<file path="config.mk">
export PLATFORM = sky130hd
export DESIGN_NAME = rotary_encoder_accel_button_flat
export DESIGN_NICKNAME = d
export VERILOG_FILES = /design/src/hdl/renc_pkg.sv /design/src/hdl/renc_if.sv /design/src/hdl/rotary_encoder_accel_button.sv /design/src/hdl/renc_cfg.sv /design/src/hdl/renc_quad.sv /design/src/hdl/renc_btn.sv /design/src/flat_wrapper.sv
export SDC_FILE = /design/constraint.sdc
export NUM_CORES = 1
export LEC_CHECK = 0
export ABC_AREA = 1
export BUFFER_PORTS_ARGS = -buffer_cell sky130_fd_sc_hd__buf_2
export CORE_MARGIN = 4
export CORE_UTILIZATION = 45
export CTS_BUF_LIST = sky130_fd_sc_hd__clkbuf_4 sky130_fd_sc_hd__clkbuf_8
export DETAILED_ROUTE_END_ITERATION = 10
export SETUP_SLACK_MARGIN = 0.02
export SLEW_MARGIN = 10
export SYNTH_ARGS = -nofsm -noshare
export SYNTH_HDL_FRONTEND = slang
export SYNTH_SLANG_ARGS = --single-unit
export TNS_END_PERCENT = 5
</file>
<file path="constraint.sdc">
create_clock -name clk -period 5.3 [get_ports clk]
set_input_delay 0.265 -clock clk [delete_from_list [all_inputs] [get_ports clk]]
set_output_delay 0.265 -clock clk [all_outputs]
set_load 0.005 [all_outputs]
</file>
<file path="src/hdl/renc_pkg.sv">
`timescale 1ns / 1ps

package renc_pkg;

  // request codes
  localparam logic [1:0] REQ_TICK   = 2'd0;
  localparam logic [1:0] REQ_VALUE  = 2'd1;
  localparam logic [1:0] REQ_BUTTON = 2'd2;

  // decoder modes; the unused code decodes as gray
  localparam logic [1:0] MODE_GRAY = 2'd0;
  localparam logic [1:0] MODE_FULL = 2'd1;
  localparam logic [1:0] MODE_HALF = 2'd2;

  // steps per notch codes that scale
  localparam logic [2:0] SPN_TWO  = 3'd2;
  localparam logic [2:0] SPN_FOUR = 3'd4;

  // register indexes
  localparam logic [2:0] REG_DECODER_MODE    = 3'd0;
  localparam logic [2:0] REG_STEPS_PER_NOTCH = 3'd1;
  localparam logic [2:0] REG_ACTIVE_LEVEL    = 3'd2;
  localparam logic [2:0] REG_ACCEL_ENABLE    = 3'd3;
  localparam logic [2:0] REG_DC_ENABLE       = 3'd4;
  localparam logic [2:0] REG_HELD_ENABLE     = 3'd5;
  localparam logic [2:0] REG_HOLD_LIMIT      = 3'd6;
  localparam logic [2:0] REG_DC_WINDOW       = 3'd7;

  // button status codes
  localparam logic [2:0] BTN_OPEN     = 3'd0;
  localparam logic [2:0] BTN_HELD     = 3'd1;
  localparam logic [2:0] BTN_RELEASED = 3'd2;
  localparam logic [2:0] BTN_CLICKED  = 3'd3;
  localparam logic [2:0] BTN_DOUBLE   = 3'd4;

  // acceleration
  localparam logic [10:0] ACCEL_TOP = 11'd2000;
  localparam logic [10:0] ACCEL_INC = 11'd20;
  localparam logic [10:0] ACCEL_DEC = 11'd2;

  typedef struct packed {
    logic       move;
    logic       up;
  } dir_t;

  // hold_checks and dc_checks are already divided by the button interval
  typedef struct packed {
    logic [1:0]  decoder_mode;
    logic [2:0]  steps_per_notch;
    logic        active_level;
    logic        accel_enable;
    logic        dc_enable;
    logic        held_enable;
    logic [15:0] hold_checks;
    logic [9:0]  dc_checks;
  } cfg_t;

  // full step transition table, index {old a, old b, new a, new b}
  function automatic dir_t full_step_dir(input logic [3:0] idx);
    dir_t d;
    case (idx)
      4'd1, 4'd7, 4'd8, 4'd14: d = '{move: 1'b1, up: 1'b1};
      4'd2, 4'd4, 4'd11, 4'd13: d = '{move: 1'b1, up: 1'b0};
      default:                  d = '{move: 1'b0, up: 1'b0};
    endcase
    return d;
  endfunction

  // half step transition table
  function automatic dir_t half_step_dir(input logic [3:0] idx);
    dir_t d;
    case (idx)
      4'd7, 4'd8:  d = '{move: 1'b1, up: 1'b1};
      4'd2, 4'd13: d = '{move: 1'b1, up: 1'b0};
      default:     d = '{move: 1'b0, up: 1'b0};
    endcase
    return d;
  endfunction

endpackage

</file>
<file path="src/hdl/renc_if.sv">
`timescale 1ns / 1ps

interface renc_item_if;
  logic       valid;
  logic       ready;
  logic [1:0] req_type;
  logic       pin_a;
  logic       pin_b;
  logic       button_level;

  modport source (output valid, req_type, pin_a, pin_b, button_level, input ready);
  modport sink (input valid, req_type, pin_a, pin_b, button_level, output ready);
endinterface

interface renc_result_if;
  logic              valid;
  logic              ready;
  logic signed [4:0] rotation_value;
  logic [2:0]        button_status;

  modport source (output valid, rotation_value, button_status, input ready);
  modport sink (input valid, rotation_value, button_status, output ready);
endinterface

interface renc_cfg_if;
  logic        valid;
  logic        ready;
  logic [2:0]  index;
  logic [15:0] data;

  modport source (output valid, index, data, input ready);
  modport sink (input valid, index, data, output ready);
endinterface

</file>
<file path="src/hdl/rotary_encoder_accel_button.sv">
`timescale 1ns / 1ps

// channel  dir  signals
// item     in   valid/ready, req_type, pin_a, pin_b, button_level
// result   out  valid/ready, rotation_value, button_status
// cfg      in   valid/ready, index, data (ready is always high)
//
// One word per cycle while no read stalls: each word is registered, then
// handled against decoder and button state; a read loads the result register.
// A read's result word is held in the result register until it is taken.
// Ticks give no result and never wait; a read waits only while the result
// register holds a word not yet taken, and then the input stage holds too.
// Reset is synchronous; all but the data registers take their defaults.

module rotary_encoder_accel_button #(
  parameter int BUTTON_INTERVAL = 10
) (
  input  logic         clk,
  input  logic         rst,
  renc_item_if.sink    item,
  renc_result_if.source result,
  renc_cfg_if.sink     cfg
);

  renc_pkg::cfg_t regs;

  // input register
  logic       in_v;
  logic [1:0] in_req;
  logic       in_a;
  logic       in_b;
  logic       in_btn;

  // result register
  logic              out_v;
  logic signed [4:0] out_rot;
  logic [2:0]        out_stat;

  logic              has_result;
  logic              out_free;
  logic              fire;
  logic              tick_en;
  logic              value_rd;
  logic              button_rd;
  logic signed [4:0] rot_val;
  logic [2:0]        btn_stat;

  // a read needs the result register; ticks and unused codes just drain
  assign has_result = (in_req == renc_pkg::REQ_VALUE) || (in_req == renc_pkg::REQ_BUTTON);
  assign out_free   = !out_v || result.ready;
  assign fire       = in_v && (!has_result || out_free);
  assign item.ready = !in_v || fire;

  assign tick_en   = fire && (in_req == renc_pkg::REQ_TICK);
  assign value_rd  = fire && (in_req == renc_pkg::REQ_VALUE);
  assign button_rd = fire && (in_req == renc_pkg::REQ_BUTTON);

  always_ff @(posedge clk) begin
    if (rst) begin
      in_v <= 1'b0;
    end else if (item.valid && item.ready) begin
      in_v <= 1'b1;
    end else if (fire) begin
      in_v <= 1'b0;
    end
  end

  always_ff @(posedge clk) begin
    if (item.valid && item.ready) begin
      in_req <= item.req_type;
      in_a   <= item.pin_a;
      in_b   <= item.pin_b;
      in_btn <= item.button_level;
    end
  end

  renc_cfg #(
    .BUTTON_INTERVAL(BUTTON_INTERVAL)
  ) u_cfg (
    .clk  (clk),
    .rst  (rst),
    .cfg  (cfg),
    .regs (regs)
  );

  renc_quad u_quad (
    .clk            (clk),
    .rst            (rst),
    .cfg            (regs),
    .tick_en        (tick_en),
    .read_en        (value_rd),
    .pin_a          (in_a),
    .pin_b          (in_b),
    .rotation_value (rot_val)
  );

  renc_btn #(
    .BUTTON_INTERVAL(BUTTON_INTERVAL)
  ) u_btn (
    .clk           (clk),
    .rst           (rst),
    .cfg           (regs),
    .tick_en       (tick_en),
    .read_en       (button_rd),
    .button_level  (in_btn),
    .button_status (btn_stat)
  );

  // result register: value read zeroes the status, button read the value
  always_ff @(posedge clk) begin
    if (rst) begin
      out_v <= 1'b0;
    end else if (value_rd || button_rd) begin
      out_v <= 1'b1;
    end else if (result.ready) begin
      out_v <= 1'b0;
    end
  end

  always_ff @(posedge clk) begin
    if (value_rd) begin
      out_rot  <= rot_val;
      out_stat <= renc_pkg::BTN_OPEN;
    end else if (button_rd) begin
      out_rot  <= 5'sd0;
      out_stat <= btn_stat;
    end
  end

  assign result.valid          = out_v;
  assign result.rotation_value = out_rot;
  assign result.button_status  = out_stat;

  a_read_loads: assert property (@(posedge clk) disable iff (rst)
    (value_rd || button_rd) |=> out_v)
    else $error("read handled but no result word");

  a_stall_holds: assert property (@(posedge clk) disable iff (rst)
    (in_v && has_result && out_v && !result.ready) |-> !item.ready)
    else $error("input taken while a read is stalled");

endmodule

</file>
<file path="src/hdl/renc_cfg.sv">
`timescale 1ns / 1ps

module renc_cfg #(
  parameter int BUTTON_INTERVAL = 10
) (
  input  logic            clk,
  input  logic            rst,
  renc_cfg_if.sink        cfg,
  output renc_pkg::cfg_t  regs
);

  // divide by the interval through a reciprocal, exact for 16-bit operands
  localparam int          SHIFT = 20;
  localparam logic [20:0] RECIP = 21'(((1 << SHIFT) + BUTTON_INTERVAL - 1) / BUTTON_INTERVAL);
  localparam logic [15:0] HOLD_RESET = 16'(100 / BUTTON_INTERVAL);
  localparam logic [9:0]  DC_RESET   = 10'(60 / BUTTON_INTERVAL);

  logic [15:0] div_in;
  logic [36:0] div_prod;
  logic [15:0] div_q;
  logic        wr;

  assign cfg.ready = 1'b1;
  assign wr        = cfg.valid && cfg.ready;

  always_comb begin
    div_in = (cfg.index == renc_pkg::REG_HOLD_LIMIT) ? cfg.data : {6'b0, cfg.data[9:0]};
    div_prod = {21'b0, div_in} * {16'b0, RECIP};
    div_q = div_prod[35:20];
  end

  always_ff @(posedge clk) begin
    if (rst) begin
      regs.decoder_mode    <= renc_pkg::MODE_GRAY;
      regs.steps_per_notch <= 3'd1;
      regs.active_level    <= 1'b0;
      regs.accel_enable    <= 1'b1;
      regs.dc_enable       <= 1'b1;
      regs.held_enable     <= 1'b1;
      regs.hold_checks     <= HOLD_RESET;
      regs.dc_checks       <= DC_RESET;
    end else if (wr) begin
      unique case (cfg.index)
        renc_pkg::REG_DECODER_MODE:    regs.decoder_mode    <= cfg.data[1:0];
        renc_pkg::REG_STEPS_PER_NOTCH: regs.steps_per_notch <= cfg.data[2:0];
        renc_pkg::REG_ACTIVE_LEVEL:    regs.active_level    <= cfg.data[0];
        renc_pkg::REG_ACCEL_ENABLE:    regs.accel_enable    <= cfg.data[0];
        renc_pkg::REG_DC_ENABLE:       regs.dc_enable       <= cfg.data[0];
        renc_pkg::REG_HELD_ENABLE:     regs.held_enable     <= cfg.data[0];
        renc_pkg::REG_HOLD_LIMIT:      regs.hold_checks     <= div_q;
        renc_pkg::REG_DC_WINDOW:       regs.dc_checks       <= div_q[9:0];
        default: ;
      endcase
    end
  end

endmodule

</file>
<file path="src/hdl/renc_quad.sv">
`timescale 1ns / 1ps

module renc_quad (
  input  logic              clk,
  input  logic              rst,
  input  renc_pkg::cfg_t    cfg,
  input  logic              tick_en,
  input  logic              read_en,
  input  logic              pin_a,
  input  logic              pin_b,
  output logic signed [4:0] rotation_value
);

  logic [3:0]  prev_phase;
  logic [15:0] step_count;
  logic [10:0] accel_level;

  logic          a_on, b_on;
  logic [3:0]    tab_idx;
  logic [1:0]    gray_cur, gray_diff;
  renc_pkg::dir_t dir;
  logic [3:0]    phase_next;
  logic [15:0]   count_step;
  logic [10:0]   accel_decay, accel_tick;
  logic [15:0]   count_keep;
  logic          nonzero;
  logic [4:0]    mag;

  always_comb begin
    a_on      = ~(pin_a ^ cfg.active_level);
    b_on      = ~(pin_b ^ cfg.active_level);
    tab_idx   = {prev_phase[1:0], a_on, b_on};
    gray_cur  = {a_on, a_on ^ b_on};
    gray_diff = prev_phase[1:0] - gray_cur;

    unique case (cfg.decoder_mode)
      renc_pkg::MODE_FULL: begin
        dir        = renc_pkg::full_step_dir(tab_idx);
        phase_next = tab_idx;
      end
      renc_pkg::MODE_HALF: begin
        dir        = renc_pkg::half_step_dir(tab_idx);
        phase_next = tab_idx;
      end
      default: begin
        // gray rule: odd difference is a move, bit 1 gives direction
        dir.move   = gray_diff[0];
        dir.up     = gray_diff[1];
        phase_next = gray_diff[0] ? {2'b00, gray_cur} : prev_phase;
      end
    endcase

    count_step  = dir.up ? step_count + 16'd1 : step_count - 16'd1;
    accel_decay = (accel_level >= renc_pkg::ACCEL_DEC) ? accel_level - renc_pkg::ACCEL_DEC
                                                      : 11'd0;
    accel_tick  = (dir.move && accel_decay <= renc_pkg::ACCEL_TOP - renc_pkg::ACCEL_INC)
                  ? accel_decay + renc_pkg::ACCEL_INC : accel_decay;

    // value read: keep the sub-notch remainder
    case (cfg.steps_per_notch)
      renc_pkg::SPN_TWO: begin
        count_keep = {15'b0, step_count[0]};
        nonzero    = |step_count[15:1];
      end
      renc_pkg::SPN_FOUR: begin
        count_keep = {14'b0, step_count[1:0]};
        nonzero    = |step_count[15:2];
      end
      default: begin
        count_keep = 16'd0;
        nonzero    = |step_count;
      end
    endcase

    mag = 5'd1 + (cfg.accel_enable ? {2'b00, accel_level[10:8]} : 5'd0);
    if (step_count[15]) begin
      rotation_value = $signed(5'd0 - mag);
    end else if (nonzero) begin
      rotation_value = $signed(mag);
    end else begin
      rotation_value = 5'sd0;
    end
  end

  always_ff @(posedge clk) begin
    if (rst) begin
      prev_phase  <= 4'd0;
      step_count  <= 16'd0;
      accel_level <= 11'd0;
    end else if (tick_en) begin
      prev_phase <= phase_next;
      if (dir.move) begin
        step_count <= count_step;
      end
      if (cfg.accel_enable) begin
        accel_level <= accel_tick;
      end
    end else if (read_en) begin
      step_count <= count_keep;
    end
  end

  a_accel_bound: assert property (@(posedge clk) disable iff (rst)
    accel_level <= renc_pkg::ACCEL_TOP)
    else $error("acceleration level above its ceiling");

endmodule

</file>
<file path="src/hdl/renc_btn.sv">
`timescale 1ns / 1ps

module renc_btn #(
  parameter int BUTTON_INTERVAL = 10
) (
  input  logic           clk,
  input  logic           rst,
  input  renc_pkg::cfg_t cfg,
  input  logic           tick_en,
  input  logic           read_en,
  input  logic           button_level,
  output logic [2:0]     button_status
);

  localparam logic [3:0] INTERVAL = 4'(BUTTON_INTERVAL);

  logic [3:0]  interval_count;
  logic [15:0] press_count;
  logic [9:0]  click_window;
  logic [2:0]  button_state;

  logic [3:0]  interval_inc;
  logic        check;
  logic        pressed;
  logic [15:0] press_next;
  logic [9:0]  window_mid;
  logic [9:0]  window_next;
  logic [2:0]  state_next;

  assign button_status = button_state;

  always_comb begin
    interval_inc = interval_count + 4'd1;
    check        = interval_inc >= INTERVAL;
    pressed      = ~(button_level ^ cfg.active_level);
    press_next   = press_count;
    window_mid   = click_window;
    state_next   = button_state;

    if (pressed) begin
      if (press_count != 16'hFFFF) begin
        press_next = press_count + 16'd1;
      end
      if (press_next > cfg.hold_checks && cfg.held_enable) begin
        state_next = renc_pkg::BTN_HELD;
      end
    end else begin
      if (press_count > 16'd1) begin
        if (button_state == renc_pkg::BTN_HELD) begin
          state_next = renc_pkg::BTN_RELEASED;
          window_mid = 10'd0;
        end else if (click_window > 10'd1) begin
          if (click_window < cfg.dc_checks) begin
            state_next = renc_pkg::BTN_DOUBLE;
            window_mid = 10'd0;
          end
        end else begin
          window_mid = cfg.dc_enable ? cfg.dc_checks : 10'd1;
        end
      end
      press_next = 16'd0;
    end

    window_next = window_mid;
    if (window_mid != 10'd0) begin
      window_next = window_mid - 10'd1;
      if (window_next == 10'd0) begin
        state_next = renc_pkg::BTN_CLICKED;
      end
    end
  end

  always_ff @(posedge clk) begin
    if (rst) begin
      interval_count <= 4'd0;
      press_count    <= 16'd0;
      click_window   <= 10'd0;
      button_state   <= renc_pkg::BTN_OPEN;
    end else if (tick_en) begin
      if (check) begin
        interval_count <= 4'd0;
        press_count    <= press_next;
        click_window   <= window_next;
        button_state   <= state_next;
      end else begin
        interval_count <= interval_inc;
      end
    end else if (read_en) begin
      if (button_state != renc_pkg::BTN_HELD && button_state != renc_pkg::BTN_OPEN) begin
        button_state <= renc_pkg::BTN_OPEN;
      end
    end
  end

  a_interval_bound: assert property (@(posedge clk) disable iff (rst)
    interval_count < INTERVAL)
    else $error("interval counter past the button interval");

  a_read_clears: assert property (@(posedge clk) disable iff (rst)
    (read_en && button_state != renc_pkg::BTN_HELD) |=> button_state == renc_pkg::BTN_OPEN)
    else $error("button read left a one-shot status set");

endmodule

</file>
<file path="src/flat_wrapper.sv">
// flat-port wrapper written by rule: the top's interface ports become plain ports
module rotary_encoder_accel_button_flat 
#(
  parameter int BUTTON_INTERVAL = 10
)
  (clk, rst, item_valid, item_req_type, item_pin_a, item_pin_b, item_button_level, item_ready, result_valid, result_rotation_value, result_button_status, result_ready, cfg_valid, cfg_index, cfg_data, cfg_ready);
  renc_item_if item_i ();
  renc_result_if result_i ();
  renc_cfg_if cfg_i ();
  input  logic clk;
  input  logic rst;
  input wire logic [$bits(item_i.valid)-1:0] item_valid;
  input wire logic [$bits(item_i.req_type)-1:0] item_req_type;
  input wire logic [$bits(item_i.pin_a)-1:0] item_pin_a;
  input wire logic [$bits(item_i.pin_b)-1:0] item_pin_b;
  input wire logic [$bits(item_i.button_level)-1:0] item_button_level;
  output wire logic [$bits(item_i.ready)-1:0] item_ready;
  output wire logic [$bits(result_i.valid)-1:0] result_valid;
  output wire logic [$bits(result_i.rotation_value)-1:0] result_rotation_value;
  output wire logic [$bits(result_i.button_status)-1:0] result_button_status;
  input wire logic [$bits(result_i.ready)-1:0] result_ready;
  input wire logic [$bits(cfg_i.valid)-1:0] cfg_valid;
  input wire logic [$bits(cfg_i.index)-1:0] cfg_index;
  input wire logic [$bits(cfg_i.data)-1:0] cfg_data;
  output wire logic [$bits(cfg_i.ready)-1:0] cfg_ready;
  assign item_i.valid = item_valid;
  assign item_i.req_type = item_req_type;
  assign item_i.pin_a = item_pin_a;
  assign item_i.pin_b = item_pin_b;
  assign item_i.button_level = item_button_level;
  assign item_ready = item_i.ready;
  assign result_valid = result_i.valid;
  assign result_rotation_value = result_i.rotation_value;
  assign result_button_status = result_i.button_status;
  assign result_i.ready = result_ready;
  assign cfg_i.valid = cfg_valid;
  assign cfg_i.index = cfg_index;
  assign cfg_i.data = cfg_data;
  assign cfg_ready = cfg_i.ready;
  rotary_encoder_accel_button #(.BUTTON_INTERVAL(BUTTON_INTERVAL)) u_core (.clk(clk), .rst(rst), .item(item_i), .result(result_i), .cfg(cfg_i));
endmodule
</file>
==> Yosys cells after proc, flatten, opt, wreduce, memory -nomap -nowiden <==
Memory sizes are Yosys's and may differ from the RTL's.
Cells that the tools add are included.
{ "op_classes": {"n_lt_le_gt_ge": 7, "bitwise_logic": 6, "eq_ne": 24, "add_sub_neg": 10, "n_mul": 1, "reduce_logical": 49, "muxes": 45} }
{ "ops": {"columns": ["operator", "n"], "rows": [
  ["$mux W16", 8],
  ["$mux W10", 7],
  ["$mux W3", 13],
  ["$add A16 B1 Y16 const B", 2],
  ["$mul A16 B16 Y32 const B", 1],
  ["$reduce_and A2 Y1", 12],
  ["$mux W11", 2],
  ["$gt A16 B1 Y1 const B", 1],
  ["$gt A16 B13 Y1", 1],
  ["$ne A16 B16 Y1 const B", 1],
  ["$reduce_or A16 Y1", 1],
  ["$sub A16 B1 Y16 const B", 1],
  ["$eq A3 B3 Y1 const B", 5],
  ["$mux W5", 3],
  ["$reduce_or A15 Y1", 1],
  ["$reduce_bool A2 Y1", 7],
  ["$reduce_or A14 Y1", 1],
  ["$pmux W2 S2", 3],
  ["$add A11 B5 Y11 const B", 1],
  ["$ge A11 B2 Y1 const B", 1],
  ["$le A11 B11 Y1 const B", 1],
  ["$sub A11 B2 Y11 const B", 1],
  ["$gt A10 B1 Y1 const B", 1],
  ["$logic_not A10 Y1", 1],
  ["other kinds (33)", 66]
]} }
{ "totals": {"mem_bits_ro": 32, "memories": 1, "word_cells": 168, "ff_bits": 109, "output_inout_bits": 11, "inputBits": 29} }
{ "memory_table": {"columns": ["name", "words", "width", "rd", "rd_clocked_by_memory_dff", "wr", "line", "text"], "rows": [
  ["(name not given)", 16, 2, 1, 0, 0, "renc_pkg.sv:61", "case (idx)"]
]} }

==> Logic depth before layout (Yosys ltp) <==
{ "depth": {"ltp_word": 12, "mapped_depth": 31, "mapped_depth_nobuf": 31} }

==> Modules after synthesis <==
From an unflattened synthesis, not the netlist that was laid out.
{ "unflattened": {"hier_cells": 1928, "area_unflattened_um2": 13407.9} }
{ "by_module_without_submodules": {"columns": ["module", "area_each_um2", "cells_each", "seq_area_each_um2", "instances"], "rows": [
  ["renc_cfg", 6713.9, 920, 640.6, 1],
  ["renc_btn", 3151.8, 495, 660.6, 1],
  ["renc_quad", 2860.2, 446, 580.6, 1],
  ["rotary_encoder_accel_button", 681.9, 67, 400.4, 1]
]} }

==> Worst setup path after synthesis <==
Ideal clock, no wire load.
{ "synth_path": {"path_kind": "in2reg", "startpoint": "input port cfg_index[1]", "endpoint": "register u_core.u_cfg.regs[20] (netlist name)", "arrival_ns": 5.415, "path_buffers": 0, "setup_time_ns": 0.115, "cell_stages": 30, "setup_slack_ns": -0.231, "required_ns": 5.185, "path_cell_list": "inv_1 > nor2_1 > inv_1 > nor2_1 > inv_1 > nor2_1 > ha_1 > inv_1 > ha_1 > inv_1 > fa_1 > inv_1 > fa_1 > fa_1 > inv_1 > fa_1 > inv_1 > ha_1 > nand2_1 > inv_1 > nand2_1 > nor3_1 > nand4_1 > nand3_1 > a21oi_1 > o21a_1 > o21ai_0 > xor2_1 > o21ai_0 > inv_1"} }
{ "synth_via": {"elab_chain_cells": 3, "elab_cells_between_ends": 4, "cone_classes": "mul: 1; eq/ne: 1; mux: 1; reduce/logical: 1"} }
{ "synth_lines": {"columns": ["element", "line", "text"], "rows": [
  ["start, declared", "flat_wrapper.sv:23", "input wire logic [$bits(cfg_i.index)-1:0] cfg_index;"],
  ["$eq A3 B3 Y1 *", "renc_cfg.sv:27, renc_cfg.sv:43", null],
  ["$mux W16", "renc_cfg.sv:27", "div_in = (cfg.index == renc_pkg::REG_HOLD_LIMIT) ? cfg.data : {6'b0, cfg.data[9:0]};"],
  ["$mul A16 B16 Y32", "renc_cfg.sv:28", "div_prod = {21'b0, div_in} * {16'b0, RECIP};"]
]} }
Mark *: on every way between the ends. The rest lies on a longest branch, timed or not.
A chain may end at the register's enable or synchronous reset.

==> Worst setup path in the final report <==
{ "layout_path": {"startpoint": "input port cfg_index[0]", "endpoint": "register u_core.u_cfg.regs[7] (netlist name)"} }
{ "layout_via": {"elab_chain_cells": 3, "elab_cells_between_ends": 5, "cone_classes": "mul: 1; eq/ne: 2; mux: 1; reduce/logical: 1"} }
{ "layout_lines": {"columns": ["element", "line"], "rows": [
  ["$eq A3 B3 Y1", "renc_cfg.sv:27"],
  ["$mux W16", "renc_cfg.sv:27"],
  ["$mul A16 B16 Y32", "renc_cfg.sv:28"]
]} }
Parallel ways exist; a longest one is shown, timed or not.

==> flow_summary.toml <==
[outcome]
status = "completed"

[routing]
num_vias = 10508
routed_wl_mm = 29.7
drtIter0Drc = 430
avgRoutedWirePerCell_um = 14.1
ant_nets = 0
vias_per_cell = 4.98
first_pass_iters = 7
route.detailed.drc = 0

[synthesis]
synth_top_flop_cell = "dfxtp_1"
synth_edf_count = 10
yosys_warnings = 0
synthArstFlopShare_pct = 0
synth.avg_cell_area_um2 = 7.32
seq_area_frac_synth_pct = 19.1
post_synth_inst_count = 1635
synth_seq_cells = 109
synth_cell_types = 55
syn_nets = 1931
synth_area_mm2 = 0.0120

[place]
port_buffers = 38
gp_congestion = 0.880
hpwl_mm = 24.5

[timing]
setup_violations = 0
rsz0062_at_grt = "true"
clock_skew_ns = 0.0142
fin_crit_ns = 5.11
hold_viol = 0
maxSlewViolCount = 0
relSlewSlack_pct = 35.2
timing.final.crit_share_pct = 96.4
worstMarginPinSlew_ns = 0.970
fmax_ghz = 0.196
worst_hold_slack_ns = 0.0407

[pwr]
powerDensity_mw_per_mm2 = 328
leakagePower_nw = 7.25
power_switching_mw = 2.04
switching_share_pct = 44.5
peakVddDrop_v = 0.000201
fin_total_pwr_mw = 4.59
internal_power_mw = 2.55
seq_power_share_pct = 18.9
pwr-share-clk_pct = 10.8
combPwrFrac_pct = 70.3

[clock_tree]
tritoncts = "done"
cts_max_path_buffers = 2
clk_pin_slew_ns = 0.11
htree_levels = 3
cts-hold-fix-buffers = 0
cts-root-buf = "clkbuf_8"
clk_latency_ns = 0.39
cts_made_buffers = 9
clock-sinks = 109

[global_routing]
grt_pass1_wl_mm = 49.3
track_usage_pct = 20.5
grt_overflow = 0
antenna_found_initial = 0
grt_pass1_vias = 10139
grt_max_degree = 76

[floorplan]
top_level_ports = 40
dieArea_mm2 = 0.0293
rows = 59
die_w_um = 171
core_area_mm2 = 0.0261
start_util_pct = 45.8
die-height_um = 171

[critical_path]
cp_max_fo = 8
crit_required_ns = 5.63
crit_type = "in2reg"
critPathLaunchType = "input pin"
cp-end-kind = "flop"
crit_arrival_ns = 5.44

[layout]
nets = 2068
multi_input_area_mm2 = 0.00876
seq_area_mm2 = 0.00228
fin_util_pct = 53.5
diodes = 0
syn2layout_area_growth_pct = 16.7
fill_cells = 2536
drive_above_1_share_pct = 14.5

[hold_path]
hold_path_class = "in2reg"

[flow_run]
drv_cap = 0
[worst paths after layout]
path	slack, ns	from	end	depth (start not counted)
worst min register to register	0.46	u_core.u_quad.accel_level[0]	u_core.u_quad.accel_level[0]	2
worst min-delay path	0.04	item_button_level	u_core.in_btn	1
worst max-delay path	0.19	cfg_index[0]	u_core.u_cfg.regs[7]	26
worst max register to register	0.70	u_core.u_cfg.regs[29]	u_core.u_quad.step_count[15]	20
[registers in the layout, summed over array words and instances (netlist names)]
name and flops:
u_core.u_cfg.regs 32, u_core.u_btn.press_count 16, u_core.u_quad.step_count 16, u_core.u_quad.accel_level 11, u_core.u_btn.click_window 10, u_core.result.rotation_value 5
u_core.u_btn.interval_count 4, u_core.result.button_status 3, u_core.u_btn.button_status 3, u_core.in_req 2, u_core.u_quad.prev_phase 2, u_core.in_a 1
u_core.in_b 1, u_core.in_btn 1, u_core.in_v 1, u_core.result.valid 1
[power by group through the flow]
stage	Sequential (mW)	Clock, mW	Combinational, mW
2_1_floorplan	0.882	0	1.83
3_3_place_gp	0.886	0	2.84
3_5_place_dp	0.887	0	2.85
4_1_cts	0.868	0.517	2.91
5_1_grt	0.871	0.551	3.65
6_report	0.868	0.497	3.23
[metrics by stage]
stage / area [um^2] / worst slack (ns) / TNS (ns) / cells
finish: 14000 / 0.191 / 0 / 2112
global placement: 13400 / -0.806 / -8.35 / 2083
detailed placement: 13400 / -0.720 / -8.36 / 2083
floorplan: 12200 / 0.0211 / 0 / 1635
CTS: 13600 / 0.0548 / 0 / 2099
global route: 14000 / -0.0438 / -0.137 / 2112
[area by class of cell]
class / instances / area share [%]
Clock buffer: 11 / 1.04
Multi-Input combinational cell: 1161 / 62.7
Inverter: 342 / 9.22
Tap cell: 335 / 3.00
Timing Repair Buffer: 149 / 7.45
Sequential cell: 109 / 16.3
Clock inverter: 5 / 0.304
[critical path: stages]
cell      delay [ns]
buf_2           0.12
nor2_4          0.14
inv_2           0.06
nor2_4          0.13
clkinv_4        0.15
buf_6           0.16
nor2_4          0.13
buf_4           0.17
ha_1            0.25
fa_2            0.57
fa_1            0.42
fa_1            0.55
inv_1           0.05
fa_1            0.52
inv_1           0.06
ha_4            0.29
nand2_2         0.07
buf_4           0.14
nor4_4          0.31
nand4_1         0.28
nand3_2         0.17
buf_4           0.11
nand2_1         0.05
nand3_1         0.09
o211ai_1        0.09
inv_1           0.08
[routing by layer]
layer / vias up / wire length [um] / GRT usage, %
met3: 35 / 662 / 1.94
met5: - / 0 / 0
met2: 158 / 14500 / 36.0
met4: 0 / 522 / 4.82
met1: 4821 / 14100 / 27.3
li1: 5494 / - / -
[cells in the final DEF (no fill, tap or decap), types with 5 or more instances in the layout]
cell type and count:
xor2_1 31, o21bai_1 6, inv_1 329, buf_2 38
ha_4 19, nand2_2 8, edfxtp_1 10, a21oi_2 8
a21oi_1 143, nand4_1 20, nor2_4 11, nand2_1 308
buf_4 106, nor3_1 11, fa_1 77, nand3_1 52
a21o_1 8, xnor2_1 16, clkbuf_8 10, buf_6 5
o211ai_1 9, o21ai_1 9, ha_1 167, dfxtp_1 99
or2_2 8, inv_2 11, nor2_1 116, a211oi_1 6
a31oi_1 5, o21ai_0 65
[what timing repair did]
action	4_1_cts	5_1_grt
pin swaps	2	46
resized for setup	5	55
endpoints found under the hold margin	0	0
setup buffers	0	13
endpoints found under the setup margin	10	23
[cell usage after synthesis, drive strengths merged, types with 2 or more instances]
cell type | instances | area, um^2
o211ai | 9 | 67.6
nor2 | 130 | 500
a21o | 8 | 60.1
nor3 | 12 | 60.1
nand3b | 4 | 33.8
dfxtp | 99 | 1980
xnor2 | 16 | 140
clkbuf | 19 | 71.3
nand2 | 317 | 1200
o311ai | 2 | 17.5
a22oi | 2 | 15.0
a21oi | 153 | 769
or4 | 2 | 15.0
a21boi | 5 | 45.0
fa | 81 | 1620
o21a | 4 | 30.0
inv | 341 | 1280
ha | 186 | 2330
or2 | 9 | 56.3
a31oi | 6 | 37.5
and2 | 2 | 12.5
xor2 | 32 | 288
nand4 | 21 | 138
o21bai | 6 | 45.0
nand3 | 55 | 280
edfxtp | 10 | 300
buf | 4 | 22.5
o221ai | 2 | 17.5
o21ai | 76 | 380
a211oi | 6 | 45.0
nor4 | 6 | 37.5
[kinds of logic after synthesis]
group                    Yosys count  synth area share (%)
multiplexers                       1                0.0836
AND/OR/NAND/NOR                  560                  19.7
AO/OA/AOI/OAI                    284                  13.1
other                              1                0.0313
XOR/XNOR                          48                  3.57
flip-flops                       109                  19.1
buffers and inverters            365                  11.5
adder cells (fa/ha/maj)          267                  33.0
No activity file was read; power rests on OpenSTA's default activity.
